### src/rtl/assert_macros.svh
// assertion macros shared by the rtl
`ifndef ASSERT_MACROS_SVH
`define ASSERT_MACROS_SVH

// property checked on every rising edge outside reset
`define ASSERT_CLK(label, clk, rstn, prop, msg) \
  label: assert property (@(posedge clk) disable iff (!rstn) prop) else $error(msg);

// condition that must never be seen outside reset
`define ASSERT_NEVER(label, clk, rstn, cond, msg) \
  label: assert property (@(posedge clk) disable iff (!rstn) !(cond)) else $error(msg);

`endif

### src/rtl/hgs_pkg.sv
// constants, types and tables of the harmonic support core
`default_nettype none

package hgs_pkg;

  localparam int WIN_LOG2     = 11;
  localparam int WINDOW       = 1 << WIN_LOG2;
  localparam int HARMONICS    = 8;
  localparam int K_W          = $clog2(HARMONICS + 1);
  localparam int SAMPLE_W     = 16;
  localparam int HZ_W         = 25;
  localparam int RATE_W       = 18;
  localparam int DB_W         = 17;
  localparam int ACC_W        = 48;
  localparam int LG_W         = 23;
  localparam int F_W          = HZ_W + K_W;
  localparam int ANG_W        = 33;
  localparam int NUM_W        = F_W + ANG_W;
  localparam int DEN_W        = RATE_W + 8;
  localparam int CORDIC_STEPS = 30;
  localparam int STEP_W       = 5;

  localparam logic [ANG_W-1:0] HALF_PI_Q = 33'd1686629713;
  localparam logic [ANG_W-1:0] PI_Q      = 33'd3373259426;
  localparam logic [ANG_W-1:0] TWO_PI_Q  = 33'd6746518852;
  localparam logic signed [33:0] CORDIC_GAIN_Q = 34'sd652032874;
  localparam logic [25:0] DB_SCALE_Q16 = 26'd50504453;
  localparam logic [DB_W-1:0] DB_FLOOR_MAG = 17'd51200;
  localparam logic [RATE_W-1:0] RATE_RESET = 18'd48000;

  localparam logic OP_PUSH  = 1'b0;
  localparam logic OP_QUERY = 1'b1;

  typedef enum logic [4:0] {
    ST_INIT_COS, ST_INIT_WR, ST_IDLE, ST_HARM, ST_NYQ, ST_DIV, ST_DIV_WAIT,
    ST_COS, ST_COS_WAIT, ST_G_RD, ST_G_MA, ST_G_MB, ST_G_SUM, ST_G_ACC,
    ST_P_ABS, ST_P_SH, ST_P_AB, ST_P_AA, ST_P_BB, ST_P_CA, ST_P_BT, ST_P_SUM,
    ST_L_NORM, ST_L_SQ, ST_L_DONE, ST_NEXT, ST_RESULT, ST_DB, ST_FINISH
  } st_e;

  typedef struct packed {
    logic                ring_we;
    logic                hann_we;
    logic [WIN_LOG2-1:0] addr;
    logic [SAMPLE_W-1:0] ring_data;
    logic [15:0]         hann_data;
  } mem_wr_t;

  typedef struct packed {
    logic                re;
    logic [WIN_LOG2-1:0] ring_addr;
    logic [WIN_LOG2-1:0] hann_addr;
  } mem_rd_t;

  function automatic logic [31:0] atan_q30(input logic [STEP_W-1:0] i);
    logic [31:0] v;
    case (i)
      5'd0:  v = 32'h3243F6A8;
      5'd1:  v = 32'h1DAC6705;
      5'd2:  v = 32'h0FADBAFC;
      5'd3:  v = 32'h07F56EA6;
      5'd4:  v = 32'h03FEAB76;
      5'd5:  v = 32'h01FFD55B;
      5'd6:  v = 32'h00FFFAAA;
      5'd7:  v = 32'h007FFF55;
      5'd8:  v = 32'h003FFFEA;
      5'd9:  v = 32'h001FFFFD;
      5'd10: v = 32'h000FFFFF;
      5'd11: v = 32'h0007FFFF;
      5'd12: v = 32'h0003FFFF;
      5'd13: v = 32'h0001FFFF;
      5'd14: v = 32'h0000FFFF;
      5'd15: v = 32'h00007FFF;
      5'd16: v = 32'h00003FFF;
      5'd17: v = 32'h00001FFF;
      5'd18: v = 32'h00000FFF;
      5'd19: v = 32'h000007FF;
      5'd20: v = 32'h000003FF;
      5'd21: v = 32'h000001FF;
      5'd22: v = 32'h000000FF;
      5'd23: v = 32'h0000007F;
      5'd24: v = 32'h0000003F;
      5'd25: v = 32'h0000001F;
      5'd26: v = 32'h0000000F;
      5'd27: v = 32'h00000007;
      5'd28: v = 32'h00000003;
      5'd29: v = 32'h00000001;
      default: v = 32'h00000000;
    endcase
    return v;
  endfunction

endpackage

`default_nettype wire

### src/rtl/hgs_divider.sv
// restoring divider for the harmonic angle, one quotient bit a cycle
`default_nettype none

module hgs_divider import hgs_pkg::*; (
  input  logic             clk_i,
  input  logic             rst_ni,
  input  logic             start_i,
  input  logic [NUM_W-1:0] num_i,
  input  logic [DEN_W-1:0] den_i,
  output logic             done_o,
  output logic [31:0]      quo_o
);

  logic [DEN_W:0] rem_q, trial;
  logic [31:0]    low_q, quo_q;
  logic [4:0]     cnt_q;
  logic           busy_q, done_q, fits;

  always_comb begin
    trial = {rem_q[DEN_W-1:0], low_q[31]};
    fits  = trial >= {1'b0, den_i};
  end

  always_ff @(posedge clk_i or negedge rst_ni) begin
    if (!rst_ni) begin
      busy_q <= 1'b0;
      done_q <= 1'b0;
      cnt_q  <= '0;
    end else begin
      done_q <= 1'b0;
      if (start_i) begin
        busy_q <= 1'b1;
        cnt_q  <= '0;
      end else if (busy_q) begin
        cnt_q <= cnt_q + 5'd1;
        if (&cnt_q) begin
          busy_q <= 1'b0;
          done_q <= 1'b1;
        end
      end
    end
  end

  always_ff @(posedge clk_i) begin
    if (start_i) begin
      rem_q <= (DEN_W + 1)'(num_i >> 32);
      low_q <= num_i[31:0];
    end else if (busy_q) begin
      rem_q <= fits ? (trial - {1'b0, den_i}) : trial;
      low_q <= {low_q[30:0], 1'b0};
      quo_q <= {quo_q[30:0], fits};
    end
  end

  assign done_o = done_q;
  assign quo_o  = quo_q;

endmodule

`default_nettype wire
### config.mk
export PLATFORM = sky130hd
export DESIGN_NAME = hgs_divider
export DESIGN_NICKNAME = d
export VERILOG_FILES = /design/src/rtl/assert_macros.svh /design/src/rtl/hgs_pkg.sv /design/src/rtl/hgs_divider.sv
export SDC_FILE = /design/constraint.sdc
export NUM_CORES = 1
export LEC_CHECK = 0
export BUFFER_PORTS_ARGS = -buffer_cell sky130_fd_sc_hd__buf_2
export CAP_MARGIN = 20
export CORE_AREA = 2 2 116 95
export DETAILED_ROUTE_END_ITERATION = 8
export DIE_AREA = 0 0 118 97
export PLACE_DENSITY = 0.8
export SETUP_SLACK_MARGIN = 0.3
export SYNTH_ARGS = -nofsm -noshare
export SYNTH_HDL_FRONTEND = slang
export SYNTH_SLANG_ARGS = --single-unit
### constraint.sdc
create_clock -name clk_i -period 3.65 [get_ports clk_i]
set_input_delay 0.1825 -clock clk_i [delete_from_list [all_inputs] [get_ports clk_i]]
set_output_delay 0.1825 -clock clk_i [all_outputs]
set_load 0.01 [all_outputs]
==> flow_summary.json <==
{
  "outcome": "finished clean",
  "gp_congestion": 0.9091,
  "layout-drive-gt1-share_pct": 35.00,
  "cts_root_buffer": "clkbuf_16",
  "wl_met3_um": 801,
  "wl_per_cell_um": 15.75,
  "antenna_found_initial": 0,
  "r2r_slack_ns": 0.44,
  "ys_types": 59,
  "die-area_sq_um": 11450,
  "m1WireLength_um": 4981,
  "n_antenna_cell": 0,
  "worstSetupPathType": "reg -> reg",
  "grt_pass1_vias": 3967,
  "area_growth_pct": 18.94,
  "fp.dieW_um": 118,
  "fmax_mhz": 311.1,
  "hold_violations": 0,
  "htree_num_levels": 3,
  "synth-seq-area-share_pct": 51.73,
  "nets": 695,
  "fin_crit_sh_pct": 88.06,
  "wl_met2_um": 5384,
  "cp-startpoint": "rem_q[6]",
  "hp-class": "in -> reg",
  "worstMarginPinSlew_ns": 0.8697,
  "synth_flop_cell": "edfxtp_1",
  "worstSetupEndpointType": "flip-flop",
  "finClkSkew_ns": 0.009127,
  "postSynthAreaPerCell_sq_um": 12.15,
  "start_util_pct": 54.55,
  "crit_required_ns": 3.74,
  "drc": 0,
  "cts_tree": "done",
  "reg2reg_depth": 10,
  "grt_pass1_wl_um": 18860,
  "r2r_start": "rem_q[6]",
  "clk_pin_slew_worst_paths_ns": 0.07,
  "die_h_um": 97,
  "rsz0062_at_grt": "false",
  "synth_area_sq_um": 5563,
  "netlist_instances": 458,
  "startpoint_type": "flip-flop",
  "drt_wl_total_um": 11340,
  "num_io_pins": 124,
  "track_usage_pct": 20.53,
  "synth-seq-cells": 97,
  "ant_nets": 0,
  "via_per_inst": 5.471,
  "layout_commonest_cell": "buf_2",
  "clkSinkCount": 97,
  "gr-total-overflow": 0,
  "postSynthNetCount": 578,
  "finish.utilization_pct": 64.88,
  "core_sq_um": 10200,
  "cp.arrival_ns": 3.31,
  "setup_tns_ns": 0,
  "synth_edf_count": 90,
  "slew_violations": 0,
  "top_layer_used": "met4",
  "ys_warn_count": 0,
  "clock_latency_ns": 0.34,
  "cellPowerDensity_nw_per_um2": 738.4,
  "dp_hpwl_um": 8070,
  "p_leak_uw": 0.002887,
  "drt-pass1-iter-count": 7,
  "cts_made_buffers": 9,
  "final_cell_mix": "119 x buf_2, 90 x edfxtp_1, 46 x mux2_2",
  "cts_max_path_buffers": 2,
  "synthArstFlopShare_pct": 7.216,
  "num_vias": 3939,
  "cap_violations": 0,
  "num_rows": 33,
  "io_buffers": 119,
  "rr_endpoint": "rem_q[5]",
  "vdd_drop_max_uv": 384.6,
  "worstPathMaxFanout": 26,
  "setup_viol": 0,
  "grt_max_degree": 78,
  "drt_iter0_drc": 255,
  "endpoint": "rem_q[5]",
  "max_slew_margin_pct": 42.02,
  "fin_crit_ns": 3.214
}
-- metrics by stage --
stage                     hold WS, ns  instances  cell area (sq um)  total power, uW  setup slack (ns)
after floorplan               -0.1131        458               5563             3428            0.7443
after global placement        0.01622        702               6286             3786            0.4063
after detailed placement      0.02744        702               6286             3858            0.3656
after CTS                      0.1105        719               6600             4863            0.3243
after global routing           0.1297        720               6616             5188            0.3242
final                          0.1213        720               6616             4885            0.4359
-- kinds of logic after synthesis --
logic type	share of synthesized area (%)
xor+xnor	4.094
fa+ha+maj	6.658
compound gates	11.29
flops	51.73
mux	13.70
simple gates	8.165
buf+inv	4.363
-- cell usage after synthesis, types with 2 or more instances --
| master | number | area [sq um] |
|---|---|---|
| o211ai_1 | 3 | 22.52 |
| a22oi_1 | 2 | 15.01 |
| mux2_1 | 3 | 33.78 |
| a21o_1 | 7 | 52.55 |
| buf_2 | 2 | 10.01 |
| mux2_2 | 46 | 518.0 |
| nand2_1 | 30 | 112.6 |
| nor2b_1 | 9 | 56.30 |
| and2_1 | 2 | 12.51 |
| inv_1 | 37 | 138.9 |
| nand3_1 | 7 | 35.03 |
| edfxtp_1 | 90 | 2703 |
| nor2_1 | 11 | 41.29 |
| xnor2_1 | 15 | 131.4 |
| a211oi_1 | 3 | 22.52 |
| nand4_1 | 5 | 31.28 |
| dfrtp_1 | 7 | 175.2 |
| clkbuf_1 | 13 | 48.80 |
| o21ai_0 | 11 | 55.05 |
| nor4_1 | 3 | 18.77 |
| nand2b_1 | 5 | 31.28 |
| nor3_1 | 3 | 15.01 |
| a21oi_1 | 33 | 165.2 |
| o21a_1 | 3 | 22.52 |
| nand3b_1 | 3 | 22.52 |
| ha_1 | 28 | 350.3 |
| buf_6 | 2 | 22.52 |
| o21bai_1 | 4 | 30.03 |
| buf_4 | 2 | 15.01 |
| o21ai_1 | 8 | 40.04 |
| mux2i_1 | 6 | 60.06 |
| a31oi_1 | 6 | 37.54 |
| xor2_1 | 11 | 96.34 |
| o2bb2ai_1 | 2 | 17.52 |
| and3_1 | 3 | 18.77 |
| mux2_4 | 10 | 150.1 |
-- worst max-delay path: stages (launching register included) --
cell	delay (ns)
edfxtp_1	0.42
ha_1	0.40
and3_1	0.21
nand4_1	0.15
a21oi_1	0.41
nor4_4	0.12
o41ai_4	0.34
a21boi_4	0.12
buf_12	0.20
mux2_1	0.31
mux2_2	0.26
-- per-layer routing --
layer  GRT usage [%]  vias to the layer above
met3           6.781                       17
met5               0                        -
met1           25.99                     1865
met2           33.59                      138
li1                -                     1919
met4           6.209                        0
-- flip-flops by register name, summed over array words and instances (netlist names) --
register  flops
busy_q        1
cnt_q         5
done_o        1
low_q        32
quo_o        32
rem_q        26
-- power by group --
group	switching, uW	total, uW	internal (uW)
Combinational	1170	2300	1120
Clock	428	970	543
Sequential	119	1620	1500
-- how the worst min path moves through the flow --
stage | depth (start not counted) | from | slack [ns] | endpoint
after floorplan | 0 | rst_ni | -0.11 | busy_q
after global placement | 1 | rst_ni | 0.02 | done_o
after detailed placement | 1 | rst_ni | 0.03 | done_o
after CTS | 2 | num_i[0] | 0.11 | low_q[0]
after global routing | 2 | num_i[17] | 0.13 | low_q[17]
final | 2 | num_i[0] | 0.12 | low_q[0]
-- timing repair --
item	CTS	global route
gates resized for setup	0	1
hold buffers	1	0
setup buffers	0	1
endpoints found under the setup margin	0	13
hold endpoints to repair	7	0
-- area by class of cell --
class	instances	area [sq um]
clock buffers	10	229.0
well taps	140	175.2
clock inverters	6	75.07
fillers	833	3582
flip-flops and latches	97	2878
multi-input cells	303	2454
inverters	38	142.6
repair buffers	126	663.1
(Power assumes the default switching activity.)
