**src/rtl/assert_macros.svh**
```systemverilog
// assertion macros shared by the rtl
`ifndef ASSERT_MACROS_SVH
`define ASSERT_MACROS_SVH

// property checked on every rising edge outside reset
`define ASSERT_CLK(label, clk, rstn, prop, msg) \
  label: assert property (@(posedge clk) disable iff (!rstn) prop) else $error(msg);

// condition that must never be seen outside reset
`define ASSERT_NEVER(label, clk, rstn, cond, msg) \
  label: assert property (@(posedge clk) disable iff (!rstn) !(cond)) else $error(msg);

`endif

```
**src/rtl/hgs_pkg.sv**
```systemverilog
// constants, types and tables of the harmonic support core
`default_nettype none

package hgs_pkg;

  localparam int WIN_LOG2     = 11;
  localparam int WINDOW       = 1 << WIN_LOG2;
  localparam int HARMONICS    = 8;
  localparam int K_W          = $clog2(HARMONICS + 1);
  localparam int SAMPLE_W     = 16;
  localparam int HZ_W         = 25;
  localparam int RATE_W       = 18;
  localparam int DB_W         = 17;
  localparam int ACC_W        = 48;
  localparam int LG_W         = 23;
  localparam int F_W          = HZ_W + K_W;
  localparam int ANG_W        = 33;
  localparam int NUM_W        = F_W + ANG_W;
  localparam int DEN_W        = RATE_W + 8;
  localparam int CORDIC_STEPS = 30;
  localparam int STEP_W       = 5;

  localparam logic [ANG_W-1:0] HALF_PI_Q = 33'd1686629713;
  localparam logic [ANG_W-1:0] PI_Q      = 33'd3373259426;
  localparam logic [ANG_W-1:0] TWO_PI_Q  = 33'd6746518852;
  localparam logic signed [33:0] CORDIC_GAIN_Q = 34'sd652032874;
  localparam logic [25:0] DB_SCALE_Q16 = 26'd50504453;
  localparam logic [DB_W-1:0] DB_FLOOR_MAG = 17'd51200;
  localparam logic [RATE_W-1:0] RATE_RESET = 18'd48000;

  localparam logic OP_PUSH  = 1'b0;
  localparam logic OP_QUERY = 1'b1;

  typedef enum logic [4:0] {
    ST_INIT_COS, ST_INIT_WR, ST_IDLE, ST_HARM, ST_NYQ, ST_DIV, ST_DIV_WAIT,
    ST_COS, ST_COS_WAIT, ST_G_RD, ST_G_MA, ST_G_MB, ST_G_SUM, ST_G_ACC,
    ST_P_ABS, ST_P_SH, ST_P_AB, ST_P_AA, ST_P_BB, ST_P_CA, ST_P_BT, ST_P_SUM,
    ST_L_NORM, ST_L_SQ, ST_L_DONE, ST_NEXT, ST_RESULT, ST_DB, ST_FINISH
  } st_e;

  typedef struct packed {
    logic                ring_we;
    logic                hann_we;
    logic [WIN_LOG2-1:0] addr;
    logic [SAMPLE_W-1:0] ring_data;
    logic [15:0]         hann_data;
  } mem_wr_t;

  typedef struct packed {
    logic                re;
    logic [WIN_LOG2-1:0] ring_addr;
    logic [WIN_LOG2-1:0] hann_addr;
  } mem_rd_t;

  function automatic logic [31:0] atan_q30(input logic [STEP_W-1:0] i);
    logic [31:0] v;
    case (i)
      5'd0:  v = 32'h3243F6A8;
      5'd1:  v = 32'h1DAC6705;
      5'd2:  v = 32'h0FADBAFC;
      5'd3:  v = 32'h07F56EA6;
      5'd4:  v = 32'h03FEAB76;
      5'd5:  v = 32'h01FFD55B;
      5'd6:  v = 32'h00FFFAAA;
      5'd7:  v = 32'h007FFF55;
      5'd8:  v = 32'h003FFFEA;
      5'd9:  v = 32'h001FFFFD;
      5'd10: v = 32'h000FFFFF;
      5'd11: v = 32'h0007FFFF;
      5'd12: v = 32'h0003FFFF;
      5'd13: v = 32'h0001FFFF;
      5'd14: v = 32'h0000FFFF;
      5'd15: v = 32'h00007FFF;
      5'd16: v = 32'h00003FFF;
      5'd17: v = 32'h00001FFF;
      5'd18: v = 32'h00000FFF;
      5'd19: v = 32'h000007FF;
      5'd20: v = 32'h000003FF;
      5'd21: v = 32'h000001FF;
      5'd22: v = 32'h000000FF;
      5'd23: v = 32'h0000007F;
      5'd24: v = 32'h0000003F;
      5'd25: v = 32'h0000001F;
      5'd26: v = 32'h0000000F;
      5'd27: v = 32'h00000007;
      5'd28: v = 32'h00000003;
      5'd29: v = 32'h00000001;
      default: v = 32'h00000000;
    endcase
    return v;
  endfunction

endpackage

`default_nettype wire

```
**src/rtl/hgs_cordic.sv**
```systemverilog
// iterative rotation cordic cosine, one micro-rotation a cycle
`default_nettype none

module hgs_cordic import hgs_pkg::*; (
  input  logic                clk_i,
  input  logic                rst_ni,
  input  logic                start_i,
  input  logic [ANG_W-1:0]    angle_i,
  output logic                done_o,
  output logic signed [33:0]  cos_o
);

  logic [ANG_W-1:0]   a_clamp, a_fold1, a_fold2;
  logic               neg_fold;
  logic signed [33:0] x_q, y_q, z_q, dx, dy, at;
  logic [STEP_W-1:0]  i_q;
  logic               busy_q, done_q, neg_q;

  always_comb begin
    a_clamp  = (angle_i > TWO_PI_Q) ? TWO_PI_Q : angle_i;
    a_fold1  = (a_clamp > PI_Q) ? (TWO_PI_Q - a_clamp) : a_clamp;
    neg_fold = a_fold1 > HALF_PI_Q;
    a_fold2  = neg_fold ? (PI_Q - a_fold1) : a_fold1;
    dx       = y_q >>> i_q;
    dy       = x_q >>> i_q;
    at       = $signed({2'b00, atan_q30(i_q)});
  end

  always_ff @(posedge clk_i or negedge rst_ni) begin
    if (!rst_ni) begin
      busy_q <= 1'b0;
      done_q <= 1'b0;
      i_q    <= '0;
    end else begin
      done_q <= 1'b0;
      if (start_i) begin
        busy_q <= 1'b1;
        i_q    <= '0;
      end else if (busy_q) begin
        i_q <= i_q + STEP_W'(1);
        if (i_q == STEP_W'(CORDIC_STEPS - 1)) begin
          busy_q <= 1'b0;
          done_q <= 1'b1;
        end
      end
    end
  end

  always_ff @(posedge clk_i) begin
    if (start_i) begin
      x_q   <= CORDIC_GAIN_Q;
      y_q   <= '0;
      z_q   <= $signed({1'b0, a_fold2});
      neg_q <= neg_fold;
    end else if (busy_q) begin
      if (!z_q[33]) begin
        x_q <= x_q - dx;
        y_q <= y_q + dy;
        z_q <= z_q - at;
      end else begin
        x_q <= x_q + dx;
        y_q <= y_q - dy;
        z_q <= z_q + at;
      end
    end
  end

  assign done_o = done_q;
  assign cos_o  = neg_q ? -x_q : x_q;

endmodule

`default_nettype wire

```
**config.mk**
```make
export PLATFORM = sky130hd
export DESIGN_NAME = hgs_cordic
export DESIGN_NICKNAME = d
export VERILOG_FILES = /design/src/rtl/assert_macros.svh /design/src/rtl/hgs_pkg.sv /design/src/rtl/hgs_cordic.sv
export SDC_FILE = /design/constraint.sdc
export NUM_CORES = 1
export LEC_CHECK = 0
export ABC_AREA = 1
export BUFFER_PORTS_ARGS = -buffer_cell sky130_fd_sc_hd__buf_2
export CORE_AREA = 4 4 178 309
export DETAILED_ROUTE_END_ITERATION = 10
export DIE_AREA = 0 0 182 313
export PLACE_DENSITY = 0.64
export SYNTH_ARGS = -nofsm -noshare
export SYNTH_HDL_FRONTEND = slang
export SYNTH_SLANG_ARGS = --single-unit
export TNS_END_PERCENT = 10
```
**constraint.sdc**
```tcl
create_clock -name clk_i -period 11.72 [get_ports clk_i]
set_input_delay 0.586 -clock clk_i [delete_from_list [all_inputs] [get_ports clk_i]]
set_output_delay 0.586 -clock clk_i [all_outputs]
set_load 0.005 [all_outputs]
```
==> metrics.txt <==
Worst-path clk slew 80 ps; Slew Limit Fails 1; first-pass GRT wire length 116,000 um; P&R area growth vs syn 5.24%; DRC 0; H-tree depth 3; final hold slack around 19 ps; maximum clock path buffer count 2; via/cell ratio approximately 5.4; Port Buffers 70; synthesized flop and latch total 110; post-layout util 39.8%; clock network fraction of total power 6.0%; Worst EP arrival ~7600 ps; cell internal pwr 2520 uW; die height 313 um; P_leak roughly 0.011 uW; Die Wd 182 um; First DRT Iteration DRCs 1,462; vias 22,500; placed cells 4,142; vias in the first global route 22,500; Initial Util about 38%; combinational cell fraction of total power 81.2%; CP bufs+invs 2; synthesized area 0.0198 mm^2; Psw 3430 uW; pin count of the biggest net entering global routing approximately 90; Synth Net Count 3,662; core area approximately 0.052 mm^2; failing checks max-capacitance violations, max-slew violations; Max rail drop VDD 0.000110 V; cell accounting for the most synthesized area nand2_1; power per cell area 286 mW/mm^2; relative slew slack -0.268%; Die ar. approximately 0.057 mm^2; critical path class reg2reg; hold_buf cts 0; Reg power frac 12.8%; Final ANT Viol Nets 0; Synth area leaders nand2_1, o21ai_0, inv_1; clk_skew approximately 13 ps; Pwr Total approximately 6000 uW; max incr delay on CP about 730 ps; post-synthesis sequential area ratio 13.0%; crit share post-route 62.0%; final net count 3,629; post_cts resized 0; first-pass detailed-route iteration total 6; post-synth cell types 61; CTS Buf Count 9; top-area cell type share of the netlist area 19.3%; Top delay family on crit path simple AND/OR/NAND/NOR gates; row cnt between 100 and 150; Synth Flop Type dfxtp_1; layout cells sized above 1 5.63%; R2R Setup Slk 4450 ps; status complete, but fails checks; dpl hpwl 60,300 um; grt total ovfl 0; Max Cap Viol 1; CTS root buffer clkbuf_16; Data required, critical path 12,040 ps; Non-Filler Instances 4,159; minimum clock period 7270 ps; Post-CTS Setup Inserts 0; Final GP Congestion 1.01; I/O pin count 71; Net Sw Frac 57.7%; synth warn 0; Slowest-stage cell, CP buf_4; initial antenna violation count 1; Routed WL per cell about 18 um; EDFF count, synth 34; area occupied by multi-input gates 0.0149 mm^2; startpoint types register; clk_lat worst skew between 400 and 500 ps; Clock Sinks 110; asr flop ratio synth 6.36%; # fillers 5,969; pin slew with the least headroom to its limit 1480 ps; register area approximately 0.0026 mm^2; CP endpoint kind register; setup TNS 0 ps; average footprint of a synthesized cell about 5.6 um^2; Max Freq 0.138 GHz; TritonCTS clock tree done; crit-path max FO 88; Syn Inst Count 3,508; Total Routing Usage GR 25.6%; routed wire length 74,500 um; RSZ-0062 raised after global routing no; final hold vios 0; Tightest Hold Check Type in2async; Final Setup Violations 0
==> Yosys cell counts, drive strengths merged (10+ instances only) <==
master,number
o21ai,341
clkbuf,71
xnor2,38
o41ai,15
o221ai,15
nor2,343
a31oi,26
inv,428
o21a,18
nand2,1047
buf,62
ha,115
or2,25
xor2,154
nand4,60
a21oi,236
dfxtp,69
mux2i,21
o211ai,39
edfxtp,34
o31ai,13
nand3,204
nor3,41
o22ai,19
nor4,10
==> worst reg2reg max path: cells and delay by family (launching register included) <==
| kind | cells | cell delay, ps |
|---|---|---|
| DFF | 1 | 680 |
| and+or+nand+nor | 16 | 2510 |
| xor gates and xnor gates | 1 | 180 |
| muxes | 1 | 310 |
| buffers and inverters | 2 | 810 |
| AOI/OAI and AO/OA | 9 | 2060 |
| adders and majority gates | 2 | 620 |
==> cell families (layout without fill, tap and decap cells) <==
logic type	count (synthesis)	count (layout)	share of synthesized area [%]
fa+ha+maj	118	118	7.58
buf+inv	564	536	11.4
mux	21	21	1.06
compound gates	762	762	21.7
xor+xnor	192	192	8.50
flops	110	110	13.0
other cells	0	1	0
simple gates	1741	1741	36.7
==> routing by layer <==
metal / GRT usage, % / part of all wire [%] / vias up
li1: - / - / 11500
met1: 22.3 / 33 / 10000
met2: 49.7 / 53 / 665
met3: 2.90 / 3.3 / 325
met4: 23.1 / 11 / 0
met5: 0 / 0 / -
==> power by group through the flow <==
stage,combinational [uW],clock [uW],sequential (uW)
after floorplan,3650,0,699
after global placement,4760,0,767
after detailed placement,4770,0,767
after CTS,4800,370,759
after global routing,5480,380,779
final,4830,357,760
==> sequential cells by signal (all words and copies together), names as in the netlist <==
| name | count |
|---|---|
| neg_q | 1 |
| y_q | 34 |
| z_q | 34 |
| x_q | 34 |
| i_q | 5 |
| done_o | 1 |
| busy_q | 1 |
==> cell type report <==
cell class / count / area share [%]
multi-input cells: 2834 / 71.8
flip-flops and latches: 110 / 12.4
inverters: 431 / 7.77
well taps: 678 / 4.07
repair buffers: 89 / 2.37
clock buffers: 11 / 1.27
clock inverters: 5 / 0.300
diodes: 1 / 0.0120
==> path summary, 6_finish.rpt <==
path                         from      end  cells after the start
min                        rst_ni   i_q[2]                      1
max reg2reg                i_q[0]  y_q[27]                     31
min reg2reg                y_q[5]   y_q[5]                      2
max in group asynchronous  rst_ni   i_q[0]                      1
min in group clk_i         y_q[5]   y_q[5]                      2
max                        i_q[0]  y_q[27]                     31
==> through the flow <==
stage          setup slack [ps]  instance area (um^2)
2_1_floorplan              6610                 19800
3_3_place_gp               4640                 20500
3_5_place_dp               4620                 20500
4_1_cts                    4580                 20800
5_1_grt                    3790                 20800
6_report                   4450                 20800
==> cells in the final DEF (no fill, tap or decap), types with 4 or more instances in the layout <==
cell,n
o31ai_1,13
ha_1,115
nand2_4,6
nand3_1,202
o21ai_0,329
nand2_1,1018
inv_1,410
nor4_1,10
o41ai_1,14
a22oi_1,7
inv_2,18
mux2i_1,21
or2_2,25
xnor2_1,38
a21boi_0,5
a21oi_1,234
a31oi_1,26
o21ai_1,11
nand2_2,23
dfrtp_1,4
xor2_1,154
a211oi_1,7
nand4_1,59
nor2_1,335
o21bai_1,5
buf_4,19
o211ai_1,39
buf_2,70
o21a_1,18
edfxtp_1,34
dfxtp_1,69
o221ai_1,15
nor2_2,7
nor3_1,41
clkbuf_16,10
o22ai_1,19
and3_1,4
No activity file was read; power rests on OpenSTA's default activity.
